===== config.mk =====
export PLATFORM = sky130hd
export DESIGN_NAME = pose_frame_packer
export DESIGN_NICKNAME = d
export VERILOG_FILES = /design/src/sv/pfp_pkg.sv /design/src/sv/pfp_lane.sv /design/src/sv/pfp_merge.sv /design/src/sv/pfp_serializer.sv /design/src/sv/pose_frame_packer.sv
export SDC_FILE = /design/constraint.sdc
export NUM_CORES = 2
export LEC_CHECK = 0
export BUFFER_PORTS_ARGS = -buffer_cell sky130_fd_sc_hd__buf_2
export CORE_UTILIZATION = 29
export CTS_CLUSTER_DIAMETER = 120
export DETAILED_ROUTE_END_ITERATION = 8
export PLACE_DENSITY = 0.4
export SYNTH_ARGS = -nofsm -noshare
export SYNTH_HDL_FRONTEND = slang
export SYNTH_SLANG_ARGS = --single-unit

===== constraint.sdc =====
create_clock -name clk -period 17.4 [get_ports clk]
set_input_delay 1.74 -clock clk [delete_from_list [all_inputs] [get_ports clk]]
set_output_delay 1.74 -clock clk [all_outputs]
set_load 0.02 [all_outputs]

===== src/sv/pfp_pkg.sv =====
`timescale 1ns / 1ps
// ----------------------------------------------------------------------------
// pfp_pkg: shared types and constants of the pose frame packer
// field widths, saturation limits, fixed-point divide constants, frame codes
// ----------------------------------------------------------------------------
package pfp_pkg;

  localparam int WORD_COUNT = 9;
  localparam int IN_W       = 24;
  localparam int SAT_W      = 18;  // holds +-100005 after the rounding bias
  localparam int MAG_W      = 17;
  localparam int QUO_W      = 14;  // largest quotient is 10000
  localparam int WORD_W     = 16;
  localparam int BYTE_W     = 8;
  localparam int IDX_W      = 5;

  // divide by ten as multiply by ceil(2^20 / 10) and shift, exact below 2^18
  localparam int RECIP_K    = 20;
  localparam int RECIP_W    = 17;
  localparam logic [RECIP_W-1:0] RECIP = RECIP_W'(((1 << RECIP_K) + 9) / 10);

  localparam int ROUND_BIAS = 5;

  // saturation limits per word, in frame order
  localparam int LIM_LO [WORD_COUNT] = '{-100000, -100000, -100000,
                                         -62831, -62831, -62831,
                                         -5000, -5000, 0};
  localparam int LIM_HI [WORD_COUNT] = '{100000, 100000, 100000,
                                         62831, 62831, 62831,
                                         5000, 5000, 10000};

  // frame layout
  localparam int FRAME_LEN = 21;
  localparam int CHECK_BYTES = 9;  // checksum covers payload bytes 0..8
  localparam logic [IDX_W-1:0] IDX_START = IDX_W'(0);
  localparam logic [IDX_W-1:0] IDX_CHECK = IDX_W'(FRAME_LEN - 2);
  localparam logic [IDX_W-1:0] IDX_END   = IDX_W'(FRAME_LEN - 1);
  localparam logic [BYTE_W-1:0] START_CODE = 8'h24;  // '$'
  localparam logic [BYTE_W-1:0] END_CODE   = 8'h2A;  // '*'

  typedef logic [WORD_W-1:0] word_t;
  typedef logic [QUO_W-1:0]  quo_t;
  typedef logic [IDX_W-1:0]  byte_idx_t;
  typedef logic [WORD_COUNT-1:0][WORD_W-1:0] frame_words_t;

  // register enables handed to the lanes
  typedef struct packed {
    logic load_a;
    logic load_b;
  } lane_en_t;

endpackage


===== src/sv/pfp_lane.sv =====
`timescale 1ns / 1ps
// ----------------------------------------------------------------------------
// pfp_lane: one value lane
// saturates one input, adds the rounding bias and divides the magnitude by ten
// ----------------------------------------------------------------------------
module pfp_lane #(
  parameter int LANE = 0
) (
  input  logic                             clk,
  input  pfp_pkg::lane_en_t                en,
  input  logic signed [pfp_pkg::IN_W-1:0]  din,
  output pfp_pkg::quo_t                    quo,
  output logic                             neg
);
  import pfp_pkg::*;

  localparam logic signed [IN_W-1:0] LO_V = IN_W'(LIM_LO[LANE]);
  localparam logic signed [IN_W-1:0] HI_V = IN_W'(LIM_HI[LANE]);
  localparam logic signed [SAT_W-1:0] BIAS_V = SAT_W'(ROUND_BIAS);

  logic signed [SAT_W-1:0] sat;
  logic signed [SAT_W-1:0] biased;
  logic [SAT_W-1:0] abs_v;
  logic [MAG_W-1:0] mag_a;
  logic neg_a;
  logic [MAG_W+RECIP_W-1:0] prod;

  always_comb begin
    if (din > HI_V) begin
      sat = HI_V[SAT_W-1:0];
    end else if (din < LO_V) begin
      sat = LO_V[SAT_W-1:0];
    end else begin
      sat = din[SAT_W-1:0];
    end
    biased = sat + BIAS_V;
    abs_v  = biased[SAT_W-1] ? SAT_W'(-biased) : SAT_W'(biased);
  end

  // stage a: magnitude and sign
  always_ff @(posedge clk) begin
    if (en.load_a) begin
      mag_a <= abs_v[MAG_W-1:0];
      neg_a <= biased[SAT_W-1];
    end
  end

  assign prod = mag_a * RECIP;

  // stage b: truncated quotient
  always_ff @(posedge clk) begin
    if (en.load_b) begin
      quo <= prod[RECIP_K +: QUO_W];
      neg <= neg_a;
    end
  end

endmodule


===== src/sv/pfp_merge.sv =====
`timescale 1ns / 1ps
// ----------------------------------------------------------------------------
// pfp_merge: lane merge
// restores the signs, forms the checksum and holds the frame being sent
// ----------------------------------------------------------------------------
module pfp_merge (
  input  logic                                        clk,
  input  logic                                        load,
  input  pfp_pkg::quo_t [pfp_pkg::WORD_COUNT-1:0]     quo,
  input  logic [pfp_pkg::WORD_COUNT-1:0]              neg,
  output pfp_pkg::frame_words_t                       words,
  output logic [pfp_pkg::BYTE_W-1:0]                  check
);
  import pfp_pkg::*;

  frame_words_t words_next;
  logic [BYTE_W-1:0] sum;

  always_comb begin
    for (int i = 0; i < WORD_COUNT; i++) begin
      words_next[i] = neg[i] ? WORD_W'(-{2'b00, quo[i]}) : WORD_W'({2'b00, quo[i]});
    end
    // sum modulo 256 is enough, only the low byte is sent
    sum = '0;
    for (int b = 0; b < CHECK_BYTES; b++) begin
      sum = sum + words_next[b / 2][(b % 2) * BYTE_W +: BYTE_W];
    end
  end

  always_ff @(posedge clk) begin
    if (load) begin
      words <= words_next;
      check <= ~sum;
    end
  end

endmodule


===== src/sv/pfp_serializer.sv =====
`timescale 1ns / 1ps
// ----------------------------------------------------------------------------
// pfp_serializer: frame byte sequencer
// walks the held frame one byte per accepted output item
// ----------------------------------------------------------------------------
module pfp_serializer (
  input  logic                              clk,
  input  logic                              rst,
  input  logic                              load,
  input  pfp_pkg::frame_words_t             words,
  input  logic [pfp_pkg::BYTE_W-1:0]        check,
  output logic                              can_load,
  output logic                              tvalid,
  input  logic                              tready,
  output logic [pfp_pkg::BYTE_W-1:0]        tdata,
  output logic                              tlast
);
  import pfp_pkg::*;

  logic busy;
  byte_idx_t idx;
  byte_idx_t off;
  logic [IDX_W-2:0] sel;
  logic xfer;

  assign tvalid   = busy;
  assign tlast    = busy && (idx == IDX_END);
  assign xfer     = busy && tready;
  assign can_load = !busy || (xfer && idx == IDX_END);

  assign off = idx - IDX_W'(1);
  assign sel = off[IDX_W-1:1];

  always_comb begin
    case (idx)
      IDX_START: tdata = START_CODE;
      IDX_CHECK: tdata = check;
      IDX_END:   tdata = END_CODE;
      default: begin
        if (sel < (IDX_W-1)'(WORD_COUNT)) begin
          tdata = off[0] ? words[sel][WORD_W-1:BYTE_W] : words[sel][BYTE_W-1:0];
        end else begin
          tdata = '0;
        end
      end
    endcase
  end

  always_ff @(posedge clk) begin
    if (rst) begin
      busy <= 1'b0;
      idx  <= '0;
    end else if (load) begin
      busy <= 1'b1;
      idx  <= '0;
    end else if (xfer) begin
      if (idx == IDX_END) begin
        busy <= 1'b0;
        idx  <= '0;
      end else begin
        idx <= idx + IDX_W'(1);
      end
    end
  end

  a_load_restarts: assert property (@(posedge clk) disable iff (rst)
    load |=> busy && idx == IDX_START)
    else $error("frame load did not restart at the start byte");

  a_step_by_one: assert property (@(posedge clk) disable iff (rst)
    xfer && idx != IDX_END && !load |=> busy && idx == $past(idx) + IDX_W'(1))
    else $error("byte index did not advance by one");

  a_idx_bound: assert property (@(posedge clk) disable iff (rst)
    busy |-> idx <= IDX_END)
    else $error("byte index past frame end");

  a_load_when_free: assert property (@(posedge clk) disable iff (rst)
    load |-> can_load)
    else $error("frame loaded over a frame still in flight");

endmodule


===== src/sv/pose_frame_packer.sv =====
`timescale 1ns / 1ps
// ----------------------------------------------------------------------------
// pose_frame_packer: pose to 21-byte serial frame
// nine saturating divide lanes, a merge stage with checksum, a byte sequencer
// ----------------------------------------------------------------------------
// A pose item carries nine 24-bit signed values in 1e-4 units. Each lane clamps
// its value to its range, forms (v+5)/10 truncated toward zero and keeps it as a
// 16-bit word. The frame is '$', the nine words low byte first, the inverted low
// byte of the sum of payload bytes 0..8, and '*' flagged by tlast. Every frame
// is 21 output items, one per cycle while m_axis_tready is high; the byte
// sequencer sets the sustained pose rate. A pose goes through lane stages a
// and b into the frame register; two lane stages and the held frame let two
// more poses be taken while a frame is still going out.
// ----------------------------------------------------------------------------
module pose_frame_packer (
  input  logic         clk,
  input  logic         rst,
  input  logic         s_axis_tvalid,
  output logic         s_axis_tready,
  // pos_x, pos_y, pos_z, yaw_angle, pitch_angle, roll_angle, goal_x, goal_y,
  // goal_z, 24 bits each from the lowest bit up
  input  logic [215:0] s_axis_tdata,
  output logic         m_axis_tvalid,
  input  logic         m_axis_tready,
  // out_byte
  output logic [7:0]   m_axis_tdata,
  // frame_end
  output logic         m_axis_tlast
);
  import pfp_pkg::*;

  logic valid_a;
  logic valid_b;
  logic ready_a;
  logic ready_b;
  logic can_load;
  logic load_c;
  lane_en_t lane_en;
  quo_t [WORD_COUNT-1:0] quo;
  logic [WORD_COUNT-1:0] neg;
  frame_words_t words;
  logic [BYTE_W-1:0] check;

  // pipeline moves when the next stage is free or emptying
  assign load_c  = valid_b && can_load;
  assign ready_b = !valid_b || can_load;
  assign ready_a = !valid_a || ready_b;
  assign s_axis_tready = ready_a;

  assign lane_en.load_a = ready_a;
  assign lane_en.load_b = ready_b;

  always_ff @(posedge clk) begin
    if (rst) begin
      valid_a <= 1'b0;
      valid_b <= 1'b0;
    end else begin
      if (ready_a) begin
        valid_a <= s_axis_tvalid;
      end
      if (ready_b) begin
        valid_b <= valid_a;
      end
    end
  end

  // one lane per pose value
  for (genvar g = 0; g < WORD_COUNT; g++) begin : g_lane
    pfp_lane #(
      .LANE (g)
    ) u_lane (
      .clk  (clk),
      .en   (lane_en),
      .din  (s_axis_tdata[g*IN_W +: IN_W]),
      .quo  (quo[g]),
      .neg  (neg[g])
    );
  end

  // signs back on, checksum, frame register
  pfp_merge u_merge (
    .clk   (clk),
    .load  (load_c),
    .quo   (quo),
    .neg   (neg),
    .words (words),
    .check (check)
  );

  // byte sequencer drives the output channel
  pfp_serializer u_ser (
    .clk      (clk),
    .rst      (rst),
    .load     (load_c),
    .words    (words),
    .check    (check),
    .can_load (can_load),
    .tvalid   (m_axis_tvalid),
    .tready   (m_axis_tready),
    .tdata    (m_axis_tdata),
    .tlast    (m_axis_tlast)
  );

  a_accept_fills_a: assert property (@(posedge clk) disable iff (rst)
    s_axis_tvalid && s_axis_tready |=> valid_a)
    else $error("accepted pose not held in lane stage a");

  a_stage_b_held: assert property (@(posedge clk) disable iff (rst)
    valid_b && !can_load |=> valid_b)
    else $error("pose dropped from lane stage b while frame busy");

  a_stage_a_held: assert property (@(posedge clk) disable iff (rst)
    valid_a && !ready_b |=> valid_a)
    else $error("pose dropped from lane stage a while stalled");

endmodule


After elaboration in Yosys (flattened, before gate mapping). Cells that the tools add are included. W data, S select, Z words.

Flip-flop bits (word level): 457. Input bits: 220.

$add $sub $neg: 37. Multiply operators: 9. Order comparisons: 20. Equal/unequal tests: 2. Multiplexer cells: 45. Bitwise logic cells: 1. Reduce and logical (&&, ||, !) cells: 15.

Operator list (count): $mux W18 (18); $mul A17 B16 Y33 const B (9); $add A18 B4 Y18 const B (9); $mux W17 (9); $neg A17 Y17 (9); $neg A14 Y16 (9); $mux W16 (5); $gt A24 B17 Y1 const B (3); $gt A24 B18 Y1 const B (3); $lt A24 B17 Y1 const B (3); $lt A24 B18 Y1 const B (3); $mux W14 (5); $add A8 B8 Y8 (8); $bmux W16 S4 (1); $gt A24 B14 Y1 const B (2); $lt A24 B14 Y1 const B (2); $gt A24 B15 Y1 const B (1); $lt A24 B1 Y1 const B (1); $pmux W8 S3 (1); $mux W8 (2); $eq A5 B5 Y1 const B (2); $not A8 Y8 (1); $add A5 B1 Y5 const B (1); $logic_not A5 Y1 (1); other kinds (11) (21).

Depth between registers and ports, before layout.
Depth in word-level cells: 11. Gate-level depth with buffers: 22. Depth with buffers taken out: 22.

Modules after synthesis. Synthesis repeated with hierarchy kept, for this count alone.

Cell total of the unflattened synthesis: 7016. Area, all modules: 70935.5 µm².

Modules (own cells, without submodules): pfp_lane (g_lane[3].u_lane ...) (instances 3, cells each 692, area each 6829.0 µm²); pfp_lane (g_lane[0].u_lane ...) (instances 2, cells each 696, area each 6844.1 µm²); pfp_merge (instances 1, cells each 678, area each 8660.8 µm²); pfp_lane (g_lane[2].u_lane) (instances 1, cells each 687, area each 6771.5 µm²); pfp_lane (g_lane[6].u_lane) (instances 1, cells each 681, area each 6725.2 µm²); pfp_lane (g_lane[7].u_lane) (instances 1, cells each 651, area each 6522.5 µm²); pfp_lane (g_lane[8].u_lane) (instances 1, cells each 608, area each 6269.8 µm²); pfp_serializer (instances 1, cells each 234, area each 1732.9 µm²); pose_frame_packer (instances 1, cells each 9, area each 77.6 µm²).

Worst setup path after synthesis. No wires, ideal clock.

Path type: input port to flip-flop. Start: input m_axis_tready. End: register u_merge.check[0] (netlist bit), enable pin. Library setup time: 684 ps. Arrival time: 8637 ps. Data required time: 16716 ps. Slack: 8079 ps. Stages: 2. Path through: a21boi_0 nor2b_1.

Cells in the longest elaborated chain, start to end: 4.

Ends and longest elaborated chain: start, declared (line pose_frame_packer.sv:24) `input logic m_axis_tready,`; $logic_and A1 B1 Y1 (line pfp_serializer.sv:28) `assign xfer = busy && tready;`; $logic_and A1 B1 Y1 (line pfp_serializer.sv:29) `assign can_load = !busy || (xfer && idx == IDX_END);`; $logic_or A1 B1 Y1 (line pfp_serializer.sv:29); $logic_and A1 B1 Y1 (line pose_frame_packer.sv:45) `assign load_c = valid_b && can_load;`; net load_c (line pose_frame_packer.sv:37) `logic load_c;`; end signal, assigned (line pfp_merge.sv:33) `check <= ~sum;`; end, declared (line pfp_merge.sv:12) `output logic [pfp_pkg::BYTE_W-1:0] check`.

The timed path passes the listed nets, and every way through them passes these cells. A chain may end at the register's enable or synchronous reset.

Final worst setup path.
Start: register g_lane[2].u_lane.mag_a[7]. End: register g_lane[2].u_lane.quo[13], data pin.

Cells in the longest elaborated chain, start to end: 1.

Ends and longest elaborated chain: start, declared (line pfp_lane.sv:24) `logic [MAG_W-1:0] mag_a;`; start signal, assigned (line pfp_lane.sv:43) `mag_a <= abs_v[MAG_W-1:0];`; $mul A17 B16 Y33 (line pfp_lane.sv:48) `assign prod = mag_a * RECIP;`; net g_lane[2].u_lane.prod[33] (line pfp_lane.sv:26) `logic [MAG_W+RECIP_W-1:0] prod;`; end signal, assigned (line pfp_lane.sv:53) `quo <= prod[RECIP_K +: QUO_W];`; end, declared (line pfp_lane.sv:12) `output pfp_pkg::quo_t quo,`.

The timed path passes the listed nets, and every way through them passes these cells.

==> results.ini <==
[setup_path]
worst_path_max_delay_cell = a221oi_1
cp_cell_sequence = ha_1 -> inv_1 -> fa_1 -> inv_1 -> fa_1 -> fa_1 -> inv_1 -> fa_1 -> fa_1 -> inv_1 -> ha_1 -> a21o_1 -> a21o_1 -> a21o_1 -> a2111oi_0 -> a2111oi_0 -> a221oi_1 -> o21ai_0 -> o41ai_1 -> xnor2_1
cpMostUsedCell = fa_1
crit_path_max_fanout = 5
startpoint_type = flip-flop
cp.arrival_ns = 7.19
end_kind = flip-flop
critPathKind = reg2reg
max_stage_delay_ns = 0.60
cp.required_ns = 17.81

[synthesis]
synth_edf_count = 449
yosysMostFrequentCell = inv_1
ys_ff_latch = 457
postSynthCellCount = 6805
synthArstFlopShare_pct = 0
synth_top_cell_by_area = fa_1
ys_types = 101
ys_seq_area_share_pct = 19.7
yosys_warnings = 0
synth.top_cell.area_share_pct = 24.0
synthTopCellsByArea = fa_1 24%, ha_1 23%, edfxtp_1 19%
yosys_most_used_dff = edfxtp_1
synth.avg_cell_area_um2 = 10.2
synthesis.area_um2 = 69200
synth_common_cells = 1665 x inv_1, 1277 x ha_1, 828 x fa_1

[global_routing]
grt_pass1_vias = 49500
grt_max_degree = 155
gr-total-overflow = 0
grt_pass1_wl_um = 280000
track_usage_pct = 14.6
antenna_found_initial = 5

[timing]
setup_tns_ns = 0
setup_viol = 0
drv_slew = 0
slew-limit-headroom_pct = 21.2
finalClockSkew_ns = 0.0264
tightest_slew_ns = 1.17
hold_viol = 0
rsz0062_at_grt = no
period_needed_ns = 6.78
max_freq_mhz = 148
period_share_pct = 39.0

[clock_network]
cts_resized = 0
cts_hold_buf = 0
path_clk_slew_ns = 0.06
clk_latency_ns = 0.69
cts_buffer_depth = 3
ctsHtreeMaxLevel = 2
post_cts_buffers = 0
cts_tree = built
clockRootBuffer = clkbuf_16
cts_buffers = 60
cts.sinks = 457

[drt]
via_per_inst = 4.52
via_count = 46300
drc = 0
routed_wl_um = 174000
initialDrtViolationCount = 1989
wire_per_inst_um = 16.9
drt_first_pass_iters = 5
ant_nets = 0

[floorplanning]
die_y_um = 490
start_util_pct = 29.3
die_x_um = 490
ios = 231
fp-row-count = 178
core-area_um2 = 236000
die_area_um2 = 240000

[place]
place.port_buffers = 230
dp_hpwl_um = 149000
gp_congestion = 0.853

[flow_run]
maxCapViolCount = 0

[final_layout]
nFillCells = 24400
drive_gt1_share_pct = 6.20
layout.nets = 9370
syn_to_final_growth_pct = 9.97

[hold_path]
hold_class = reg2reg

[status]
outcome = completed

## per-stage QoR
stage | util, % | cell area (um2) | std cells | hold WS (ns) | worst slack (ns)
floorplan | - | 69200 | 6812 | 0.400 | 8.08
global placement | 31.4 | 74200 | 10100 | 0.405 | 10.65
detailed placement | 31.4 | 74200 | 10100 | 0.411 | 10.61
CTS | 32.2 | 76100 | 10200 | 0.430 | 10.56
global route | 32.2 | 76100 | 10200 | 0.439 | 10.11
finish | 32.2 | 76100 | 10200 | 0.429 | 10.62
## final timing paths
check,cells past startpoint,slack [ns],endpoint,startpoint
max,20,10.62,g_lane[2].u_lane.quo[13],g_lane[2].u_lane.mag_a[7]
min,0,0.43,g_lane[8].u_lane.neg,g_lane[8].u_lane.neg_a
max reg2reg,20,10.62,g_lane[2].u_lane.quo[13],g_lane[2].u_lane.mag_a[7]
min reg2reg,0,0.43,g_lane[8].u_lane.neg,g_lane[8].u_lane.neg_a
## cells in the final DEF (no fill, tap or decap), drive strengths merged, types with 165 or more instances in the layout
master / count
a21oi: 213
buf: 253
edfxtp: 449
fa: 828
ha: 1277
inv: 1668
nand2: 300
nor2: 219
o21ai: 184
xnor2: 326
xor2: 165
## cells by family after synthesis
logic type,after synthesis,synth area share [%]
AO/OA/AOI/OAI,837,7.99
XOR/XNOR,493,6.28
adder cells (fa/ha/maj),2105,47.1
buffers and inverters,1750,9.57
flip-flops,457,19.7
multiplexers,48,1.28
other,1,0.00542
AND/OR/NAND/NOR,1114,8.09
## metal layers
| metal | wire [um] | global-route usage, % | up-vias |
|---|---|---|---|
| met5 | 0 | 0 | - |
| li1 | - | - | 23100 |
| met2 | 82200 | 24.8 | 491 |
| met1 | 84400 | 20.2 | 22600 |
| met3 | 3990 | 1.30 | 128 |
| met4 | 3070 | 2.72 | 0 |
## layout make-up
| type | count | area [um2] | area share (%) |
|---|---|---|---|
| Tap cell | 3150 | 3940 | 5.18 |
| Clock inverter | 35 | 248 | 0.326 |
| Sequential cell | 457 | 13600 | 17.9 |
| Clock buffer | 75 | 1620 | 2.13 |
| Antenna cell | 3 | 7.51 | 0.00987 |
| Inverter | 1668 | 6260 | 8.23 |
| Multi-Input combinational cell | 4605 | 49000 | 64.4 |
| Timing Repair Buffer | 253 | 1340 | 1.76 |
## worst max-delay path: cells and delay by family (launching register included)
family	cells	cell delay, ns
adder cells (fa/ha/maj)	7	3.30
AO/OA/AOI/OAI	8	2.37
flip-flops	1	0.48
buffers and inverters	4	0.25
XOR/XNOR	1	0.11
## flip-flops by register name, indices dropped and copies added, names as in the netlist
name                 cells
g_lane.u_lane.neg_a      9
g_lane.u_lane.mag_a    153
g_lane.u_lane.neg        9
valid_b                  1
g_lane.u_lane.quo      126
u_ser.idx                5
u_merge.words          144
valid_a                  1
u_ser.tvalid             1
u_merge.check            8
Power is left out: the tool's default activity adds up to more than one toggle a clock period on the data nets, which glitch-free logic cannot reach.
